`src/hdl/cwe_pkg.sv`:
```
// cwe_pkg: request/result types, opcodes and fixed constants of the
// cached weighted entropy block. No dependencies.
package cwe_pkg;

    typedef enum logic [1:0] {
        OP_LOAD_WEIGHT = 2'd0,
        OP_QUERY       = 2'd1,
        OP_INVAL_CELL  = 2'd2,
        OP_INVAL_ALL   = 2'd3
    } opcode_t;

    typedef struct packed {
        logic [1:0]  opcode;
        logic [3:0]  cell_x;
        logic [3:0]  cell_y;
        logic [3:0]  cell_z;
        logic [15:0] tile_mask;
        logic [3:0]  tile_index;
        logic [15:0] weight_value;
    } req_t;

    typedef struct packed {
        logic signed [23:0] entropy;
        logic               contradiction;
        logic               from_cache;
    } res_t;

    typedef enum logic [3:0] {
        ST_CLEAR,
        ST_IDLE,
        ST_DISPATCH,
        ST_LOOKUP,
        ST_TILE,
        ST_LN_START,
        ST_SQ,
        ST_SQ_WAIT,
        ST_LN_MUL,
        ST_LN_WAIT,
        ST_T_MUL,
        ST_T_WAIT,
        ST_AFTER,
        ST_DIV_WAIT,
        ST_OUT
    } state_t;

    localparam int MUL_W   = 32;
    localparam int DIVD_W  = 44;
    localparam int DIVS_W  = 20;
    localparam int LN_W    = 25;
    localparam int FRAC_N  = 20;
    localparam logic [31:0] LN2_Q32 = 32'd2977044472;
    localparam logic signed [23:0] ENT_NEG_ONE = 24'shFF0000;
    localparam logic signed [23:0] ENT_MAX     = 24'sh7FFFFF;

endpackage

```
`src/hdl/cwe_mul.sv`:
```
// cwe_mul: shared unsigned multiplier with registered product.
// Depends on cwe_pkg.
module cwe_mul (
    input  logic                            clk,
    input  logic [cwe_pkg::MUL_W-1:0]       a,
    input  logic [cwe_pkg::MUL_W-1:0]       b,
    output logic [2*cwe_pkg::MUL_W-1:0]     prod
);
    import cwe_pkg::*;

    logic [2*MUL_W-1:0] prod_reg;

    always_ff @(posedge clk)
    begin
        prod_reg <= a * b;
    end

    assign prod = prod_reg;
endmodule

```
`config.mk`:
```
export PLATFORM = sky130hd
export DESIGN_NAME = cwe_mul
export DESIGN_NICKNAME = d
export VERILOG_FILES = /design/src/hdl/cwe_pkg.sv /design/src/hdl/cwe_mul.sv
export SDC_FILE = /design/constraint.sdc
export NUM_CORES = 2
export LEC_CHECK = 0
export BUFFER_PORTS_ARGS = -buffer_cell sky130_fd_sc_hd__buf_2
export CAP_MARGIN = 10
export CORE_UTILIZATION = 57
export CTS_BUF_LIST = sky130_fd_sc_hd__clkbuf_4 sky130_fd_sc_hd__clkbuf_8
export CTS_CLUSTER_SIZE = 16
export DETAILED_ROUTE_END_ITERATION = 10
export GPL_TIMING_DRIVEN = 1
export PLACE_DENSITY = 0.84
export SLEW_MARGIN = 20
export SYNTH_ARGS = -nofsm -noshare
export SYNTH_HDL_FRONTEND = slang
export SYNTH_SLANG_ARGS = --single-unit
export TNS_END_PERCENT = 5
```
`constraint.sdc`:
```
create_clock -name clk -period 11.07 [get_ports clk]
set_clock_uncertainty 0.2 [all_clocks]
set_input_delay 2.214 -clock clk [delete_from_list [all_inputs] [get_ports clk]]
set_output_delay 2.214 -clock clk [all_outputs]
set_load 0.03 [all_outputs]
```
## After elaboration in Yosys (flattened, before gate mapping)

Cells that the tools add are included.

- Memories: 0
- Input port bits: 65
- ROM bits: 0
- Word-level logic and storage cells: 2
- RAM bits: 0
- Latch bits: 0
- Register bits: 64
- Output and inout bits: 64

- Divide/modulo/power cells: 0
- $add $sub $neg: 0
- Reductions and logical operators: 0
- Magnitude comparators: 0
- Multiply operators: 1
- Equality and inequality tests: 0
- Shifts and indexed selects: 0
- Muxes and demuxes: 0
- Bitwise operators: 0

Operators by type and width:

| operator | count |
|---|---|
| $mul 32x32->64 | 1 |

## Logic depth before layout (Yosys ltp)

- Depth after elaboration: 1
- Depth in mapped cells: 29
- Depth with buffers taken out: 27

## Worst setup path before layout

No wires, ideal clock.

- Kind: input -> register
- Start point: in a[25] (netlist name)
- End point: reg prod_reg[62] (netlist: prod[62])
- Stages: 25
- Path buffers: 2
- Library setup time: 0.072 ns
- Required time: 10.798 ns
- Slack: 1.903 ns
- Data arrival time: 8.895 ns
- Cells stage by stage: clkbuf_1 > nand2_1 > fa_1 > inv_1 > fa_1 > inv_1 > fa_1 > inv_1 > fa_1 > fa_1 > fa_1 > fa_1 > inv_1 > fa_1 > inv_1 > ha_1 > buf_2 > nand4_1 > or4_1 > or3_1 > a31oi_1 > a31o_2 > a211oi_1 > o21ai_1 > xor2_1

- Longest elaborated chain between the ends: 1

Ends and longest elaborated chain:

| item | RTL line | text |
|---|---|---|
| from (decl) | cwe_mul.sv:5 | `input logic [cwe_pkg::MUL_W-1:0] a,` |
| $mul 32x32->64 | cwe_mul.sv:15 | `prod_reg <= a * b;` |
| to (signal assigned) | cwe_mul.sv:15 |  |
| to (decl) | cwe_mul.sv:11 | `logic [2*MUL_W-1:0] prod_reg;` |

Every way passes these cells.

## Worst setup path in the final report

- Start point: in a[19] (netlist name)
- End point: reg prod_reg[62] (netlist: prod[62])

The elaborated chain is that of the path after synthesis.

==> impl_results.md <==
* # clock sinks at 64
* Maximum level of the CTS H-tree at 3
* Cells after synthesis at 3,748
* Yosys cell types at 57
* I/O pins at 129
* RD Place Congestion at about 0.95
* Largest family of logic cells by synthesized area: adder cells
* Clock tree root buffer cell: sky130_fd_sc_hd__clkbuf_8
* Number of synthesized register bits at 64
* Post-DRT Antenna Nets at 0
* Post-Syn Area per Cell at 9.252 sq um
* Sum of net half-perimeters after detailed placement at 73.20 mm
* Final hold violation count at 0
* Multiplexer share of the synthesized area at 0.0002887
* Least setup slack across all paths after layout at 1145 ps
* Total CTS buffers at 9
* Top flip-flop cell by instance count after synthesis: sky130_fd_sc_hd__dfxtp_1
* Cell-by-cell listing of the critical path: buf_2 > nand2_1 > fa_1 > inv_1 > fa_1 > inv_1 > fa_1 > inv_1 > fa_1 > fa_1 > fa_1 > fa_1 > inv_1 > fa_1 > inv_1 > ha_1 > nand4_1 > or4_1 > or3_1 > a31oi_1 > a31o_2 > a211oi_1 > o21ai_1 > xor2_1
* Wire length of the first global-routing pass at 145.1 mm
* Category of the most critical setup path: input port to flip-flop
* Maximum number of pins on one net before global-route repair at 33
* Compound-Gate Fraction of Synth Area at 0.04153
* Number of antenna violations at the first check in global routing at 5
* Number of filler instances in the final layout at 4,942
* Area added between synthesis and finish at 3.143%
* Bufs and invs on worst path at 6
* Max stage delay cell, worst path: sky130_fd_sc_hd__buf_2
* Tcrit/Tclk final at 0.8966
* Overall routed net length at 88.86 mm
* Transition at the pin with the smallest max-transition slack at 857.7 ps
* Area of all placed cells without fillers at ~0.036 sq mm
* Delay of the slowest cell on the worst path at between 600 and 700 ps
* Standard cell core area at 0.06025 sq mm
* Overall die area at 0.06182 sq mm
* Average wire per cell in the routed design at 19.89 um
* Largest delay contributor family on the critical path: adder cells
* Simple-gate portion of the synthesized area at 0.1762
* Post_cts resized at 0
* Result of the run: completed
* Overall fraction of global-route tracks in use at 0.3016
* Adder-Cell Fraction of Synth Area at 0.6122
* Number of setup buffers added after CTS at 0
* Sequential cell area fraction in the yosys report at 0.03695
* Critical-path maximum fanout at 32
* RSZ-0062 raised after global routing: no
* Hold Crit Class: input port to flip-flop
* Xor-xnor portion of the synthesized cell area at 0.01515
* Finish-stage setup viols at 0
* Total Nets Final at 4,903
* Post-detailed-route via-to-cell ratio at 5.704
* CTS tree: done
* Accumulated negative setup slack at 0 ps
* Die Span X at 248.6 um
* First-pass DRT Iterations at 5
* Maximum clock path buffer count at 2
* Count of synthesis-stage warnings from yosys at 0
* Commonest cells after routing, fill and taps aside: sky130_fd_sc_hd__fa_1 (896), sky130_fd_sc_hd__inv_1 (865), sky130_fd_sc_hd__and2_1 (602), sky130_fd_sc_hd__nand2_1 (480), sky130_fd_sc_hd__ha_1 (263)
* Initial Utilization at 0.5756
* Async set-or-reset flop fraction in the synthesized netlist at 0
* Vias after detailed routing at roughly 25k
* Vias in the first global route at 28.10k
* Pre-CTS WS at 824.6 ps
* DIE HEIGHT at 248.6 um
* Required time worst endpoint at 11,180 ps
* Max Fclk at between 100 and 150 MHz
* Worst setup SP type: input port
* CTS clock-pin slew for the worst setup and hold paths at 90 ps
* Cell area reported after detailed placement at 0.03555 sq mm
* Max-cap violations at 0
* Post-synth EDFFs at 0
* Number of flip-flops in the largest register at 64
* Cell area after technology mapping at 0.03468 sq mm
* CP endpoint kind: flip-flop
* Fraction of layout instances using a drive strength above 1 at 0.04670
* Number of remaining DRC errors at 0
* Relative max-transition margin at 0.4282
* Count of hold-fix buffers inserted at cts at 0
* Synthesized netlist net count at 4,972
* Crit-path most repeated cell: sky130_fd_sc_hd__fa_1
* Final Max Slew Viols at 0
* Remaining Overflow, GRT at 0
* Commonest non-fill, non-tap cell in the layout: sky130_fd_sc_hd__fa_1
* Final critical delay including setup and external delays at 9925 ps
* Port Buf Inserts at 128
* CP arrival at 10,030 ps
* Number of DRC markers in iteration 0 at 1,718
* Standard-cell rows at 90
[synth_stat cells (all sizes together) (4+ instances only)]
cell,instances,area share
and3,14,0.0025
xor2,25,0.0063
ha,263,0.095
o31ai,5,0.0023
o21ai,26,0.0038
nand2,480,0.052
nand4,23,0.0041
dfxtp,64,0.037
nand3,10,0.0014
buf,7,0.00097
nor3,7,0.0010
o21a,9,0.0019
a31oi,12,0.0022
inv,865,0.094
a221oi,4,0.0025
fa,896,0.52
o21bai,11,0.0025
and2,602,0.11
a21o,40,0.0087
nor2,20,0.0022
xnor2,35,0.0088
a221o,4,0.0012
a21oi,66,0.0099
clkbuf,213,0.023
[per-layer routing]
layer  global-route usage  wire, um  vias to the layer above
met5                    0        10                        -
met4               0.2186      8117                        2
met3              0.04009      6438                      431
met2               0.5224     45060                     1319
met1               0.3447     29230                    13035
li1                     -         -                    10694
[logic make-up after synthesis]
kind of cell             Yosys count
XOR/XNOR                          60
buffers and inverters           1085
adder cells (fa/ha/maj)         1159
AND/OR/NAND/NOR                 1177
flip-flops                        64
AO/OA/AOI/OAI                    202
multiplexers                       1
[through the flow]
stage | hold slack (ps) | utilization | cells
after floorplan | 2141 | - | 3748
after global placement | 2447 | 0.5901 | 4450
after detailed placement | 2447 | 0.5901 | 4450
after CTS | 2235 | 0.5936 | 4465
after global routing | 2250 | 0.5937 | 4467
final | 2268 | 0.5937 | 4467
[final cells by class]
type | instances | area [sq um] | area share
Antenna cell | 2 | 5.005 | 0.0001399
Clock buffer | 9 | 123.9 | 0.003463
Clock inverter | 6 | 85.08 | 0.002379
Inverter | 865 | 3247 | 0.09078
Multi-Input combinational cell | 2599 | 29310 | 0.8196
Sequential cell | 64 | 1281 | 0.03582
Tap cell | 782 | 978.4 | 0.02736
Timing Repair Buffer | 140 | 730.7 | 0.02043
[final timing paths]
check / start / end / slack (ps) / cells after the start
setup / recovery: a[19] / prod[62]$_DFF_P_ / 1140 / 24
hold / removal: a[0] / prod[0]$_DFF_P_ / 2270 / 2
Power is left out: the tool's default activity adds up to more than one toggle a clock period on the data nets, which glitch-free logic cannot reach.
