[config.mk]
export PLATFORM = sky130hd
export DESIGN_NAME = cwe_div
export DESIGN_NICKNAME = d
export VERILOG_FILES = /design/src/hdl/cwe_pkg.sv /design/src/hdl/cwe_div.sv
export SDC_FILE = /design/constraint.sdc
export NUM_CORES = 1
export LEC_CHECK = 0
export BUFFER_PORTS_ARGS = -buffer_cell sky130_fd_sc_hd__buf_2
export CORE_ASPECT_RATIO = 1.5
export CORE_MARGIN = 5
export CORE_UTILIZATION = 49
export DETAILED_ROUTE_END_ITERATION = 16
export PLACE_DENSITY = 0.87
export SYNTH_ARGS = -nofsm -noshare
export SYNTH_HDL_FRONTEND = slang
export SYNTH_SLANG_ARGS = --single-unit
[constraint.sdc]
create_clock -name clk -period 2.6 [get_ports clk]
set_clock_uncertainty 0.1 [all_clocks]
set_input_delay 0.13 -clock clk [delete_from_list [all_inputs] [get_ports clk]]
set_output_delay 0.13 -clock clk [all_outputs]
set_load 0.005 [all_outputs]
[src/hdl/cwe_pkg.sv]
// cwe_pkg: request/result types, opcodes and fixed constants of the
// cached weighted entropy block. No dependencies.
package cwe_pkg;

    typedef enum logic [1:0] {
        OP_LOAD_WEIGHT = 2'd0,
        OP_QUERY       = 2'd1,
        OP_INVAL_CELL  = 2'd2,
        OP_INVAL_ALL   = 2'd3
    } opcode_t;

    typedef struct packed {
        logic [1:0]  opcode;
        logic [3:0]  cell_x;
        logic [3:0]  cell_y;
        logic [3:0]  cell_z;
        logic [15:0] tile_mask;
        logic [3:0]  tile_index;
        logic [15:0] weight_value;
    } req_t;

    typedef struct packed {
        logic signed [23:0] entropy;
        logic               contradiction;
        logic               from_cache;
    } res_t;

    typedef enum logic [3:0] {
        ST_CLEAR,
        ST_IDLE,
        ST_DISPATCH,
        ST_LOOKUP,
        ST_TILE,
        ST_LN_START,
        ST_SQ,
        ST_SQ_WAIT,
        ST_LN_MUL,
        ST_LN_WAIT,
        ST_T_MUL,
        ST_T_WAIT,
        ST_AFTER,
        ST_DIV_WAIT,
        ST_OUT
    } state_t;

    localparam int MUL_W   = 32;
    localparam int DIVD_W  = 44;
    localparam int DIVS_W  = 20;
    localparam int LN_W    = 25;
    localparam int FRAC_N  = 20;
    localparam logic [31:0] LN2_Q32 = 32'd2977044472;
    localparam logic signed [23:0] ENT_NEG_ONE = 24'shFF0000;
    localparam logic signed [23:0] ENT_MAX     = 24'sh7FFFFF;

endpackage

[src/hdl/cwe_div.sv]
// cwe_div: restoring divider, one quotient bit per cycle.
// Depends on cwe_pkg.
module cwe_div (
    input  logic                         clk,
    input  logic                         rst_n,
    input  logic                         start,
    input  logic [cwe_pkg::DIVD_W-1:0]   dividend,
    input  logic [cwe_pkg::DIVS_W-1:0]   divisor,
    output logic                         done,
    output logic [cwe_pkg::DIVD_W-1:0]   quotient
);
    import cwe_pkg::*;

    localparam int CW = $clog2(DIVD_W + 1);

    logic [DIVD_W-1:0] quo_reg, quo_next;
    logic [DIVS_W:0]   rem_reg, rem_next;
    logic [DIVS_W-1:0] dsr_reg, dsr_next;
    logic [CW-1:0]     cnt_reg, cnt_next;
    logic              busy_reg, busy_next;
    logic              done_reg, done_next;
    logic [DIVS_W+1:0] trial;
    logic [DIVS_W+1:0] shifted;

    always_comb
    begin
        quo_next  = quo_reg;
        rem_next  = rem_reg;
        dsr_next  = dsr_reg;
        cnt_next  = cnt_reg;
        busy_next = busy_reg;
        done_next = 1'b0;
        shifted   = {rem_reg, quo_reg[DIVD_W-1]};
        trial     = shifted - {2'b00, dsr_reg};
        if (start)
        begin
            quo_next  = dividend;
            rem_next  = '0;
            dsr_next  = divisor;
            cnt_next  = '0;
            busy_next = 1'b1;
        end
        else if (busy_reg)
        begin
            if (!trial[DIVS_W+1])
            begin
                rem_next = trial[DIVS_W:0];
                quo_next = {quo_reg[DIVD_W-2:0], 1'b1};
            end
            else
            begin
                rem_next = shifted[DIVS_W:0];
                quo_next = {quo_reg[DIVD_W-2:0], 1'b0};
            end
            cnt_next = cnt_reg + 1'b1;
            if (cnt_reg == CW'(DIVD_W - 1))
            begin
                busy_next = 1'b0;
                done_next = 1'b1;
            end
        end
    end

    always_ff @(posedge clk or negedge rst_n)
    begin
        if (!rst_n)
        begin
            busy_reg <= 1'b0;
            done_reg <= 1'b0;
            cnt_reg  <= '0;
        end
        else
        begin
            busy_reg <= busy_next;
            done_reg <= done_next;
            cnt_reg  <= cnt_next;
        end
    end

    always_ff @(posedge clk)
    begin
        quo_reg <= quo_next;
        rem_reg <= rem_next;
        dsr_reg <= dsr_next;
    end

    assign done     = done_reg;
    assign quotient = quo_reg;
endmodule

Word-level counts from Yosys, hierarchy flattened. Cells that the tools add are included. Widths: inputs -> output; s select.

Bits of input ports: 67. Logic and storage cells: 22. Register bits after elaboration: 93. Output and inout port bits: 45.

Reductions and logical operators: 1. Multiplexer cells: 12. Equality and inequality tests: 1. Add/sub/neg operators: 2.

Operators by type and width (count): $mux 44 (2); $sub 22x20->22 (1); $mux 21 (1); $mux 6 (2); $mux 1 (7); $add 6x1->6 const B (1); $eq 6x6->1 const B (1); $reduce_bool 2->1 (1).

Longest topological paths before layout. Gate-level depths: netlist (run 1).

Depth in word-level cells: 4. Depth in mapped cells: 12. Gate-level depth less buffers: 10.

Worst setup path before layout (run 1). OpenSTA, ideal clock, no wires.

Kind: register -> register. Start: register dsr_reg[18]. End: register rem_reg[1]. Data arrival time: 2.507 ns. Setup time: 0.095 ns. Buffers on the path: 2. Clock period less this slack: 2.703 ns. Slack: -0.103 ns. Data required time: 2.405 ns. Cell stages (with the launch flop): 11. Path through: edfxtp_1 -> inv_1 -> ha_1 -> buf_6 -> a211o_1 -> a211o_1 -> a311o_1 -> a211o_1 -> buf_6 -> or4_1 -> o311ai_1.

Cells in the longest elaborated chain, start to end: 2.

RTL lines: start, declared (line cwe_div.sv:18) `logic [DIVS_W-1:0] dsr_reg, dsr_next;`; start signal, assigned (line cwe_div.sv:84) `dsr_reg <= dsr_next;`; $sub 22x20->22 (line cwe_div.sv:34) `trial = shifted - {2'b00, dsr_reg};`; $mux 21 (line cwe_div.sv:45) `if (!trial[DIVS_W+1])`; end signal, assigned (line cwe_div.sv:83) `rem_reg <= rem_next;`; end, declared (line cwe_div.sv:17) `logic [DIVS_W:0] rem_reg, rem_next;`.

Every way passes these cells. A chain may end at the register's enable or synchronous reset.

Worst setup path in the final report (run 1).
Start: register dsr_reg[16]. End: register rem_reg[1].

Same word-level chain as after synthesis.

==> metrics.yaml, run 1 <==
wl_per_cell_um: 18.48
antenna_found_initial: 1
crit_path_start: "dsr_reg[16]$_DFFE_PP_"
criticalPathCategory: "register to register"
synth_top_family_by_area: "compound AO/OA/AOI/OAI gates"
hold_violations: 0
ys_async_sr_fraction_pct: 8.602
fp.dieW_um: 92.85
max_cap_viol_count: 0
grt_pass1_vias: 4934
cts.htree.levels: 3
synthAdderAreaFrac_pct: 5.605
drt-total-wl_um: 14600
detail_route.vias_per_cell: 5.800
setup_violations: 9
grt.overflow.total: 0
gp_congestion: 0.8802
num_io_pins: 112
ys_types: 60
clockRootBuffer: "clkbuf_16"
fillers: 635
muxShareOfSynthArea_pct: 11.98
dp_cells: 705
rsz0062_at_grt: "yes"
yosysWarnings: 0
violations: "negative setup slack"
finalNetCount: 756
synth-compound-area-share_pct: 14.21
core_mm2: 0.01008
cp-end-kind: "register"
synthCells: 446
maxSlewViolCount: 0
period_share_pct: 104.1
vias: 4582
synth_xor_area_share_pct: 2.778
drt_iter0_drc: 220
start_util_pct: 50.06
grtUsageTotal_pct: 23.64
power.total_mw: 3.608
ctsLongestPathBuffers: 2
netlist_area_mm2: 0.005045
status: "finished with violations"
cp_data_arrival_time_ns: 2.87
fin_cells: 790
die-area_mm2: 0.01247
cp-start-kind: "register"
fp.dieH_um: 134.3
synth_edf_count: 64
postLayoutSetupSlackWorst_ns: -0.1067
drc_errors: 0
syn_to_final_growth_pct: 44.37
utilization_pct: 72.27
avgSynthCellArea_um2: 11.31
cts_sinks: 93
hold_path_class: "input port to register"
ys.flop_type: "edfxtp_1"
r2r_slack_ns: -0.11
relSlewSlack_pct: 46.85
portBuffers: 111
final_layout_size_suffix_gt1_share_pct: 39.88
cp.required_ns: 2.76
synthSimpleGateAreaFrac_pct: 10.29
cts_made_buffers: 9
synth-seq-area-share_pct: 50.40
worst_pin_slew_ns: 0.7973
ir_worst_vdd_uv: 462.4
reg2reg_to: "rem_reg[1]$_SDFFE_PP0P_"
grt_max_degree: 65
cts_tree: "done"
p_leak_nw: 3.273
core.rowCount: 45
r2r_cells: 9
period_minus_slack_ns: 2.707
r2r-start: "dsr_reg[16]$_DFFE_PP_"
clkLatencyLatePin_ns: 0.35
crit_path_max_fanout: 7
hpwl_um: 9178
min-delay-start: "dividend[34]"
grt_pass1_wl_um: 23470
synth_seq_cells: 93
largest_reg_flops: 44
fmax_ghz: 0.3694
synthesis.nets: 535
endpoint: "rem_reg[1]$_SDFFE_PP0P_"
clkSlewWorstSetupHoldPaths_ns: 0.07
ant_nets: 0
power_density_mw_per_mm2: 495.4
dr.pass1.iters: 5
## area by class of cell
cell class                 count  area, µm²  share of cell area, %
clock buffer                  10      229.0                  3.144
clock inverter                 6      47.55                 0.6528
tap                          117      146.4                  2.010
inverter                      32      120.1                  1.649
multi-input combinational    295       2506                  34.41
sequential                    93       2542                  34.91
antenna                        1      2.502                0.03436
timing repair buffer         236       1689                  23.19
## power by group
group	leakage [nW]	internal (mW)	switching (mW)	total [mW]
logic	2.21	0.327	0.272	0.600
clock network	0.129	0.657	0.591	1.25
registers	0.939	1.70	0.0592	1.76
total	3.27	2.69	0.923	3.61
## metrics by stage
stage | setup TNS, ns | setup WS, ns | cell area, µm² | hold WS, ns
finish | -0.4464 | -0.1067 | 7283 | 0.01665
global placement | -2.123 | -0.2882 | 6080 | -0.1219
CTS | -1.141 | -0.1776 | 7128 | 0.002716
detailed placement | -2.925 | -0.3507 | 6080 | -0.1167
floorplan | -0.4702 | -0.1028 | 5051 | -0.2656
global route | -2.367 | -0.2062 | 7283 | 0.009749
## cell usage in the layout, fill, tap and decap left out, types with 3 or more instances in the layout
master / synthesis / routed
dfrtp_1: 8 / 8
nor4_1: 3 / 3
nor3_1: 9 / 7
buf_2: 1 / 110
a21o_1: 7 / 7
a21oi_1: 17 / 15
mux2_2: 43 / 43
and2_1: 5 / 5
o21ai_0: 17 / 13
clkbuf_16: 0 / 9
inv_1: 31 / 30
buf_4: 1 / 58
o21a_1: 7 / 7
dfxtp_1: 21 / 21
a211oi_2: 0 / 3
nor2_1: 25 / 23
nand3_1: 7 / 6
dlygate4sd3_1: 0 / 64
nor2b_1: 4 / 3
xnor2_1: 8 / 8
a211oi_1: 17 / 13
a31oi_1: 3 / 3
or3_1: 5 / 5
mux2i_1: 12 / 10
and3_1: 7 / 7
ha_1: 21 / 18
xor2_1: 8 / 8
o31a_1: 4 / 4
a32oi_1: 3 / 3
edfxtp_1: 64 / 64
nand4_1: 9 / 9
a2111oi_2: 0 / 4
nand2_1: 16 / 14
## cells in the mapped netlist (all sizes together), types with 4 or more instances
| master | instances | area [µm²] |
|---|---|---|
| nor3 | 9 | 45.04 |
| and3 | 7 | 43.79 |
| dfrtp | 8 | 200.2 |
| and2 | 6 | 37.54 |
| a211oi | 17 | 127.6 |
| o31a | 4 | 35.03 |
| xnor2 | 8 | 70.07 |
| a21o | 7 | 52.55 |
| buf | 4 | 35.03 |
| o21ai | 17 | 85.08 |
| a21oi | 17 | 85.08 |
| o21a | 7 | 52.55 |
| mux2 | 43 | 484.2 |
| a2111oi | 4 | 35.03 |
| mux2i | 12 | 120.1 |
| nand3 | 7 | 35.03 |
| nand2 | 16 | 60.06 |
| inv | 31 | 116.4 |
| or3 | 5 | 31.28 |
| edfxtp | 64 | 1922 |
| ha | 21 | 262.8 |
| nor2b | 4 | 25.02 |
| o311ai | 4 | 35.04 |
| nand4 | 9 | 56.30 |
| dfxtp | 21 | 420.4 |
| clkbuf | 22 | 83.83 |
| nor2 | 25 | 93.84 |
| xor2 | 8 | 70.07 |
## cells by family after synthesis
family | Yosys count
and+or+nand+nor | 100
DFF | 93
buffers and inverters | 58
muxes | 55
AOI/OAI and AO/OA | 102
xor gates and xnor gates | 16
adders and majority gates | 22
## how the worst min path moves through the flow
stage	to	slack [ns]	cells past startpoint
final	quotient[34]$_DFFE_PP_	0.02	2
after global routing	quotient[34]$_DFFE_PP_	0.01	2
after CTS	quotient[34]$_DFFE_PP_	0.003	2
after detailed placement	cnt_reg[5]$_DFFE_PN0P_	-0.12	1
after global placement	cnt_reg[3]$_DFFE_PN0P_	-0.12	1
after floorplan	busy_reg$_DFF_PN0_	-0.27	0
## metal layers
| metal | vias to the layer above | track usage (%) | share of wire [%] |
|---|---|---|---|
| li1 | 2122 | - | - |
| met2 | 189 | 42.53 | 53 |
| met1 | 2210 | 25.53 | 37 |
| met5 | - | 0 | 0 |
| met4 | 0 | 12.80 | 4.4 |
| met3 | 61 | 4.938 | 6.2 |
## repair_timing
action,CTS,global route
buffers inserted,3,1
gates resized for setup,26,32
endpoints found under the hold margin,71,0
pin swaps,15,12
hold buffers,64,0
setup endpoints to repair,21,22
gates cloned,0,0
## critical path: stages (launching register included)
cell	delay, ns
edfxtp_1	0.39
inv_1	0.07
ha_1	0.26
and2_4	0.18
a211o_1	0.32
a311o_1	0.34
a211o_4	0.32
buf_6	0.14
or4_4	0.43
o311ai_4	0.07
(Power assumes the default switching activity.)
==> run 2: changes to the inputs <==
--- a/config.mk
+++ b/config.mk
@@ -8,9 +8,10 @@
 export BUFFER_PORTS_ARGS = -buffer_cell sky130_fd_sc_hd__buf_2
 export CORE_ASPECT_RATIO = 1.5
 export CORE_MARGIN = 5
-export CORE_UTILIZATION = 49
+export CORE_UTILIZATION = 59
+export CTS_BUF_LIST = sky130_fd_sc_hd__clkbuf_16
 export DETAILED_ROUTE_END_ITERATION = 16
-export PLACE_DENSITY = 0.87
+export PLACE_DENSITY = 0.95
 export SYNTH_ARGS = -nofsm -noshare
 export SYNTH_HDL_FRONTEND = slang
 export SYNTH_SLANG_ARGS = --single-unit
==> constraint.sdc (replaced) <==
create_clock -name clk -period 3.5 [get_ports clk]
set_clock_uncertainty 0.1 [all_clocks]
set_input_delay 0.175 -clock clk [delete_from_list [all_inputs] [get_ports clk]]
set_output_delay 0.175 -clock clk [all_outputs]
set_load 0.005 [all_outputs]
==> run 2 against run 1 <==
The flow now finishes without violations. Maximum frequency shrank 13%. Clock-buffer cell count shrank 1. Hold slack gained 0.0090 ns. Global-route usage increased by 1.8 points. First-iteration DRC count increased by 25%. Largest power group unchanged.
==> metrics.yaml, run 2 (synthesized netlist as in run 1, its figures left out) <==
hpwl_um: 8547  # was 9178 µm
core_mm2: 0.008413  # was 0.01008 mm²
cts_sinks: 93  # unchanged
post_cts_resized: 0  # was 26
largest_reg_flops: 44  # unchanged
drc_errors: 0  # unchanged
vias: 4078  # was 4582
portBuffers: 111  # unchanged
rsz0062_at_grt: "no"  # was yes
utilization_pct: 72.93  # was 72.27%
detail_route.vias_per_cell: 5.997  # was 5.800
criticalPathCategory: "register to register"  # unchanged
p_leak_nw: 2.728  # was 3.273 nW
num_io_pins: 112  # unchanged
period_share_pct: 88.65  # was 104.1%
drt-total-wl_um: 12670  # was 14600 µm
dr.pass1.iters: 5  # unchanged
cts.htree.levels: 3  # unchanged
hold_path_class: "input port to register"  # unchanged
power_density_mw_per_mm2: 415.8  # was 495.4 mW/mm²
grt_pass1_wl_um: 20910  # was 23470 µm
period_minus_slack_ns: 3.103  # was 2.707 ns
setup_violations: 0  # was 9
grt.overflow.total: 0  # unchanged
ant_nets: 0  # unchanged
ctsLongestPathBuffers: 2  # unchanged
ir_worst_vdd_uv: 457.0  # was 462.4 µV
power.total_mw: 2.551  # was 3.608 mW
clkSlewWorstSetupHoldPaths_ns: 0.07  # about the same
cp-start-kind: "register"  # unchanged
layout_common_cells: "buf_2 (110), edfxtp_1 (64), mux2_2 (43)"  # was buf_2 (110), edfxtp_1 (64), dlygate4sd3_1 (64)
final_layout_size_suffix_gt1_share_pct: 30.37  # was 39.88%
gp_congestion: 0.9061  # was 0.8802
cts_tree: "done"  # unchanged
worstPathCellList: "inv_1 -> ha_1 -> a211o_1 -> a211o_1 -> a311o_1 -> a211o_1 -> buf_4 -> o311ai_0"  # was inv_1 -> ha_1 -> and2_4 -> a211o_1 -> a311o_1 -> a211o_4 -> buf_6 -> or4_4 -> o311ai_4
mostFrequentLayoutCell: "buf_2"  # unchanged
fp.dieH_um: 123.3  # was 134.3 µm
cts_made_buffers: 9  # unchanged
path_delay_family: "compound AO/OA/AOI/OAI gates"  # unchanged
crit_top_cell: "a211o_1"
cp-end-kind: "register"  # unchanged
fillers: 545  # was 635
grt_pass1_vias: 4351  # was 4934
syn_to_final_growth_pct: 21.63  # was 44.37%
slowest_delay_ns: 0.54  # was 0.43 ns
grtUsageTotal_pct: 25.46  # was 23.64%
fmax_ghz: 0.3223  # was 0.3694 GHz
cp.required_ns: 3.58  # was 2.76 ns
antenna_cells: 0  # was 1
drt_iter0_drc: 276  # was 220
maxSlewViolCount: 0  # unchanged
status: "complete, no violations"  # was finished with violations
worst_pin_slew_ns: 0.9959  # was 0.7973 ns
finalNetCount: 657  # was 756
grt_max_degree: 63  # was 65
fin_tns_setup_ns: 0  # was -0.4464 ns
core.rowCount: 41  # was 45
fp.dieW_um: 85.50  # was 92.85 µm
relSlewSlack_pct: 33.37  # was 46.85%
clkLatencyLatePin_ns: 0.35  # about the same
cp_data_arrival_time_ns: 3.18  # was 2.87 ns
crit_path_max_fanout: 23  # was 7
wl_per_cell_um: 18.64  # was 18.48 µm
slowest_stage: "o311ai_0"  # was or4_4
die-area_mm2: 0.01054  # was 0.01247 mm²
antenna_found_initial: 0  # was 1
start_util_pct: 59.96  # was 50.06%
max_cap_viol_count: 0  # unchanged
clockRootBuffer: "clkbuf_16"  # unchanged
crit_buf_inv: 2  # unchanged
hold_violations: 0  # unchanged
## run 2: cell count changes in the layout (fill, tap and decap cells not counted), sizes merged
cell         change
clkbuf           -1
buf             -56
diode            -1
clkinvlp         +1
dlygate4sd3     -43
## run 2: repair_timing
item / in CTS / in global routing
hold buffers: 21 / 0
hold endpoints to repair: 28 / 0
buffers inserted: 0 / 0
## run 2: final cells by class
class                      count  area, µm²  area share (%)
sequential                    93       2542           41.44
clock inverter                 7      42.54          0.6933
tap                          107      133.9           2.182
inverter                      32      120.1           1.958
clock buffer                   9      225.2           3.670
multi-input combinational    295       2266           36.93
timing repair buffer         137      805.8           13.13
## run 2: power by group
| group | switching [mW] | internal [mW] |
|---|---|---|
| clock | 0.424 | 0.477 |
| sequential | 0.0444 | 1.26 |
| combinational | 0.168 | 0.175 |
| total | 0.636 | 1.92 |
## run 2: path summary, 6_finish.rpt
check | from | to | slack, ns | depth (start not counted)
max | dsr_reg[18]$_DFFE_PP_ | rem_reg[8]$_SDFFE_PP0P_ | 0.40 | 8
min | dividend[5] | quotient[5]$_DFFE_PP_ | 0.03 | 2
max reg2reg | dsr_reg[18]$_DFFE_PP_ | rem_reg[8]$_SDFFE_PP0P_ | 0.40 | 8
min reg2reg | rem_reg[13]$_SDFFE_PP0P_ | rem_reg[13]$_SDFFE_PP0P_ | 0.41 | 2
max in group asynchronous | rst_n | done$_DFF_PN0_ | 3.02 | 2
min in group asynchronous | rst_n | cnt_reg[0]$_DFFE_PN0P_ | 0.11 | 2
## run 2: metrics by stage
stage | cells | cell area, µm² | hold WS [ns] | worst slack [ns]
CTS | 680 | 6136 | 0.01417 | 0.4580
floorplan | 446 | 5045 | -0.2206 | 0.7972
global route | 680 | 6136 | 0.02494 | 0.08618
global placement | 643 | 5658 | -0.08224 | 0.5494
finish | 680 | 6136 | 0.02569 | 0.3973
detailed placement | 643 | 5658 | -0.07446 | 0.4887
## run 2: layer usage
metal / vias to the layer above / global-route usage (%) / wire length (µm)
li1: 1929 / - / -
met1: 1930 / 26.39 / 4552
met2: 182 / 45.96 / 6816
met3: 37 / 7.733 / 865
met4: 0 / 12.97 / 439
met5: - / 0 / 0
==> run 3: changes to the inputs <==
--- a/config.mk
+++ b/config.mk
@@ -12,6 +12,7 @@
 export CTS_BUF_LIST = sky130_fd_sc_hd__clkbuf_16
 export DETAILED_ROUTE_END_ITERATION = 16
 export PLACE_DENSITY = 0.95
+export RECOVER_POWER = 25
 export SYNTH_ARGS = -nofsm -noshare
 export SYNTH_HDL_FRONTEND = slang
 export SYNTH_SLANG_ARGS = --single-unit
==> run 3 against run 2 <==
Power is 0.11% lower. Clock-buffer cell count stayed put. Design area is 0.29% lower. Hold slack worse by 0.00058 ns. Clock power hardly changed. Utilization is 0.21 points lower. Sequential share of layout area is 0.12 points higher. Worst setup slack better by 0.0096 ns. Via count is 0.22% higher. Highest routed layer unchanged.
==> metrics.yaml, run 3 (synthesized netlist as in run 1, its figures left out) <==
grt_pass1_wl_um: 20910  # unchanged
worstPathCellList: "inv_1 -> ha_1 -> a211o_1 -> a211o_1 -> a311o_1 -> a211o_1 -> buf_4 -> o311ai_0"  # unchanged
start_util_pct: 59.96  # unchanged
post_cts_resized: 0  # unchanged
ir_worst_vdd_uv: 456.6  # was 457.0 µV
ant_nets: 0  # unchanged
cp.required_ns: 3.59  # was 3.58 ns
grt_pass1_vias: 4351  # unchanged
cts_sinks: 93  # unchanged
drt-total-wl_um: 12610  # was 12670 µm
fp.dieH_um: 123.3  # unchanged
wl_per_cell_um: 18.54  # was 18.64 µm
final_layout_size_suffix_gt1_share_pct: 28.62  # was 30.37%
grtUsageTotal_pct: 25.46  # unchanged
vias: 4087  # was 4078
finalNetCount: 657  # unchanged
cts_tree: "done"  # unchanged
status: "complete, no violations"  # unchanged
hpwl_um: 8547  # unchanged
max_cap_viol_count: 0  # unchanged
fp.dieW_um: 85.50  # unchanged
seq_area_mm2: 0.002542  # unchanged
cp_data_arrival_time_ns: 3.18  # about the same
cp-start-kind: "register"  # unchanged
relSlewSlack_pct: 2.598  # was 33.37%
r2r_cells: 8  # unchanged
reg2reg_to: "rem_reg[8]$_SDFFE_PP0P_"  # unchanged
p_leak_nw: 2.697  # was 2.728 nW
clkLatencyLatePin_ns: 0.35  # about the same
antenna_found_initial: 0  # unchanged
core.rowCount: 41  # unchanged
setup_violations: 0  # unchanged
period_minus_slack_ns: 3.093  # was 3.103 ns
drc_errors: 0  # unchanged
grt_max_degree: 63  # unchanged
rsz0062_at_grt: "no"  # unchanged
drt_iter0_drc: 276  # unchanged
syn_to_final_growth_pct: 21.28  # was 21.63%
hold_violations: 0  # unchanged
num_io_pins: 112  # unchanged
fin_tns_setup_ns: 0  # unchanged
fillers: 554  # was 545
clockRootBuffer: "clkbuf_16"  # unchanged
core_mm2: 0.008413  # unchanged
portBuffers: 111  # unchanged
r2r-start: "dsr_reg[18]$_DFFE_PP_"  # unchanged
slowest_delay_ns: 0.54  # about the same
die-area_mm2: 0.01054  # unchanged
final_area_mm2: 0.006118  # was 0.006136 mm²
hold_buffers: 21  # unchanged
min-delay-start: "dividend[5]"  # unchanged
whs_ns: 0.02511  # was 0.02569 ns
clkSlewWorstSetupHoldPaths_ns: 0.07  # about the same
layout_common_cells: "buf_2 (102), edfxtp_1 (64), mux2_2 (43)"  # was buf_2 (110), edfxtp_1 (64), mux2_2 (43)
mostFrequentLayoutCell: "buf_2"  # unchanged
power.total_mw: 2.549  # was 2.551 mW
worst_pin_slew_ns: 1.461  # was 0.9959 ns
cp-end-kind: "register"  # unchanged
detail_route.vias_per_cell: 6.010  # was 5.997
period_share_pct: 88.37  # was 88.65%
largest_reg_flops: 44  # unchanged
ctsLongestPathBuffers: 2  # unchanged
dpl-instance-area_mm2: 0.005658  # unchanged
whs_path_depth: 2  # unchanged
crit_top_cell: "a211o_1"  # unchanged
criticalPathCategory: "register to register"  # unchanged
cts.htree.levels: 3  # unchanged
slowest_stage: "o311ai_0"  # unchanged
multi_input_area_mm2: 0.002266  # unchanged
postCtsSetupBuffers: 0  # unchanged
hold_end: "quotient[5]$_DFFE_PP_"  # unchanged
r2r_slack_ns: 0.41  # was 0.40 ns
crit_path_max_fanout: 23  # unchanged
gp_congestion: 0.9061  # unchanged
dr.pass1.iters: 5  # unchanged
grt.overflow.total: 0  # unchanged
antenna_cells: 0  # unchanged
power_density_mw_per_mm2: 416.5  # was 415.8 mW/mm²
fmax_ghz: 0.3233  # was 0.3223 GHz
hold_path_class: "input port to register"  # unchanged
maxSlewViolCount: 0  # unchanged
cts_made_buffers: 9  # unchanged
## run 3: changes by cell type in the layout (fill, tap and decap cells not counted), sizes merged
cell / delta
clkbuf: +10
buf: -10
## run 3: final cells by class
type / instances / area share, %
Sequential cell: 93 / 41.55
Multi-Input combinational cell: 295 / 37.03
Timing Repair Buffer: 137 / 12.88
Clock buffer: 9 / 3.681
Tap cell: 107 / 2.188
Inverter: 32 / 1.963
Clock inverter: 7 / 0.6953
## run 3: how the worst max path moves through the flow
stage	start	endpoint	slack, ns	depth (start not counted)
2_1_floorplan	dsr_reg[18]$_DFFE_PP_	rem_reg[1]$_SDFFE_PP0P_	0.80	10
3_3_place_gp	dsr_reg[8]$_DFFE_PP_	rem_reg[19]$_SDFFE_PP0P_	0.55	10
3_5_place_dp	dsr_reg[18]$_DFFE_PP_	rem_reg[19]$_SDFFE_PP0P_	0.49	9
4_1_cts	dsr_reg[18]$_DFFE_PP_	rem_reg[19]$_SDFFE_PP0P_	0.46	9
5_1_grt	dsr_reg[8]$_DFFE_PP_	rem_reg[19]$_SDFFE_PP0P_	0.09	9
6_report	dsr_reg[18]$_DFFE_PP_	rem_reg[8]$_SDFFE_PP0P_	0.41	8
## run 3: layer usage
layer	track usage (%)	up-vias	routed length, µm
li1	-	1932	-
met5	0	-	0
met4	12.97	0	489
met2	45.96	177	6730
met1	26.39	1940	4456
met3	7.733	38	931
## run 3: power breakdown
group / total [mW] / internal (mW) / switching, mW
logic: 0.339 / 0.172 / 0.167
registers: 1.31 / 1.26 / 0.0446
clock network: 0.901 / 0.477 / 0.424
total: 2.55 / 1.91 / 0.636
## run 3: per-stage QoR
stage | setup slack [ns] | util [%] | std cells
6_report | 0.4069 | 72.72 | 680
5_1_grt | 0.08538 | 72.72 | 680
4_1_cts | 0.4580 | 72.93 | 680
3_5_place_dp | 0.4887 | 67.25 | 643
3_3_place_gp | 0.5494 | 67.25 | 643
2_1_floorplan | 0.7972 | - | 446
## run 3: critical path: cells and delay by family (launching register included)
kind | cells | cell delay, ns
compound gates | 5 | 1.83
fa+ha+maj | 1 | 0.37
buf+inv | 2 | 0.30
flops | 1 | 0.33
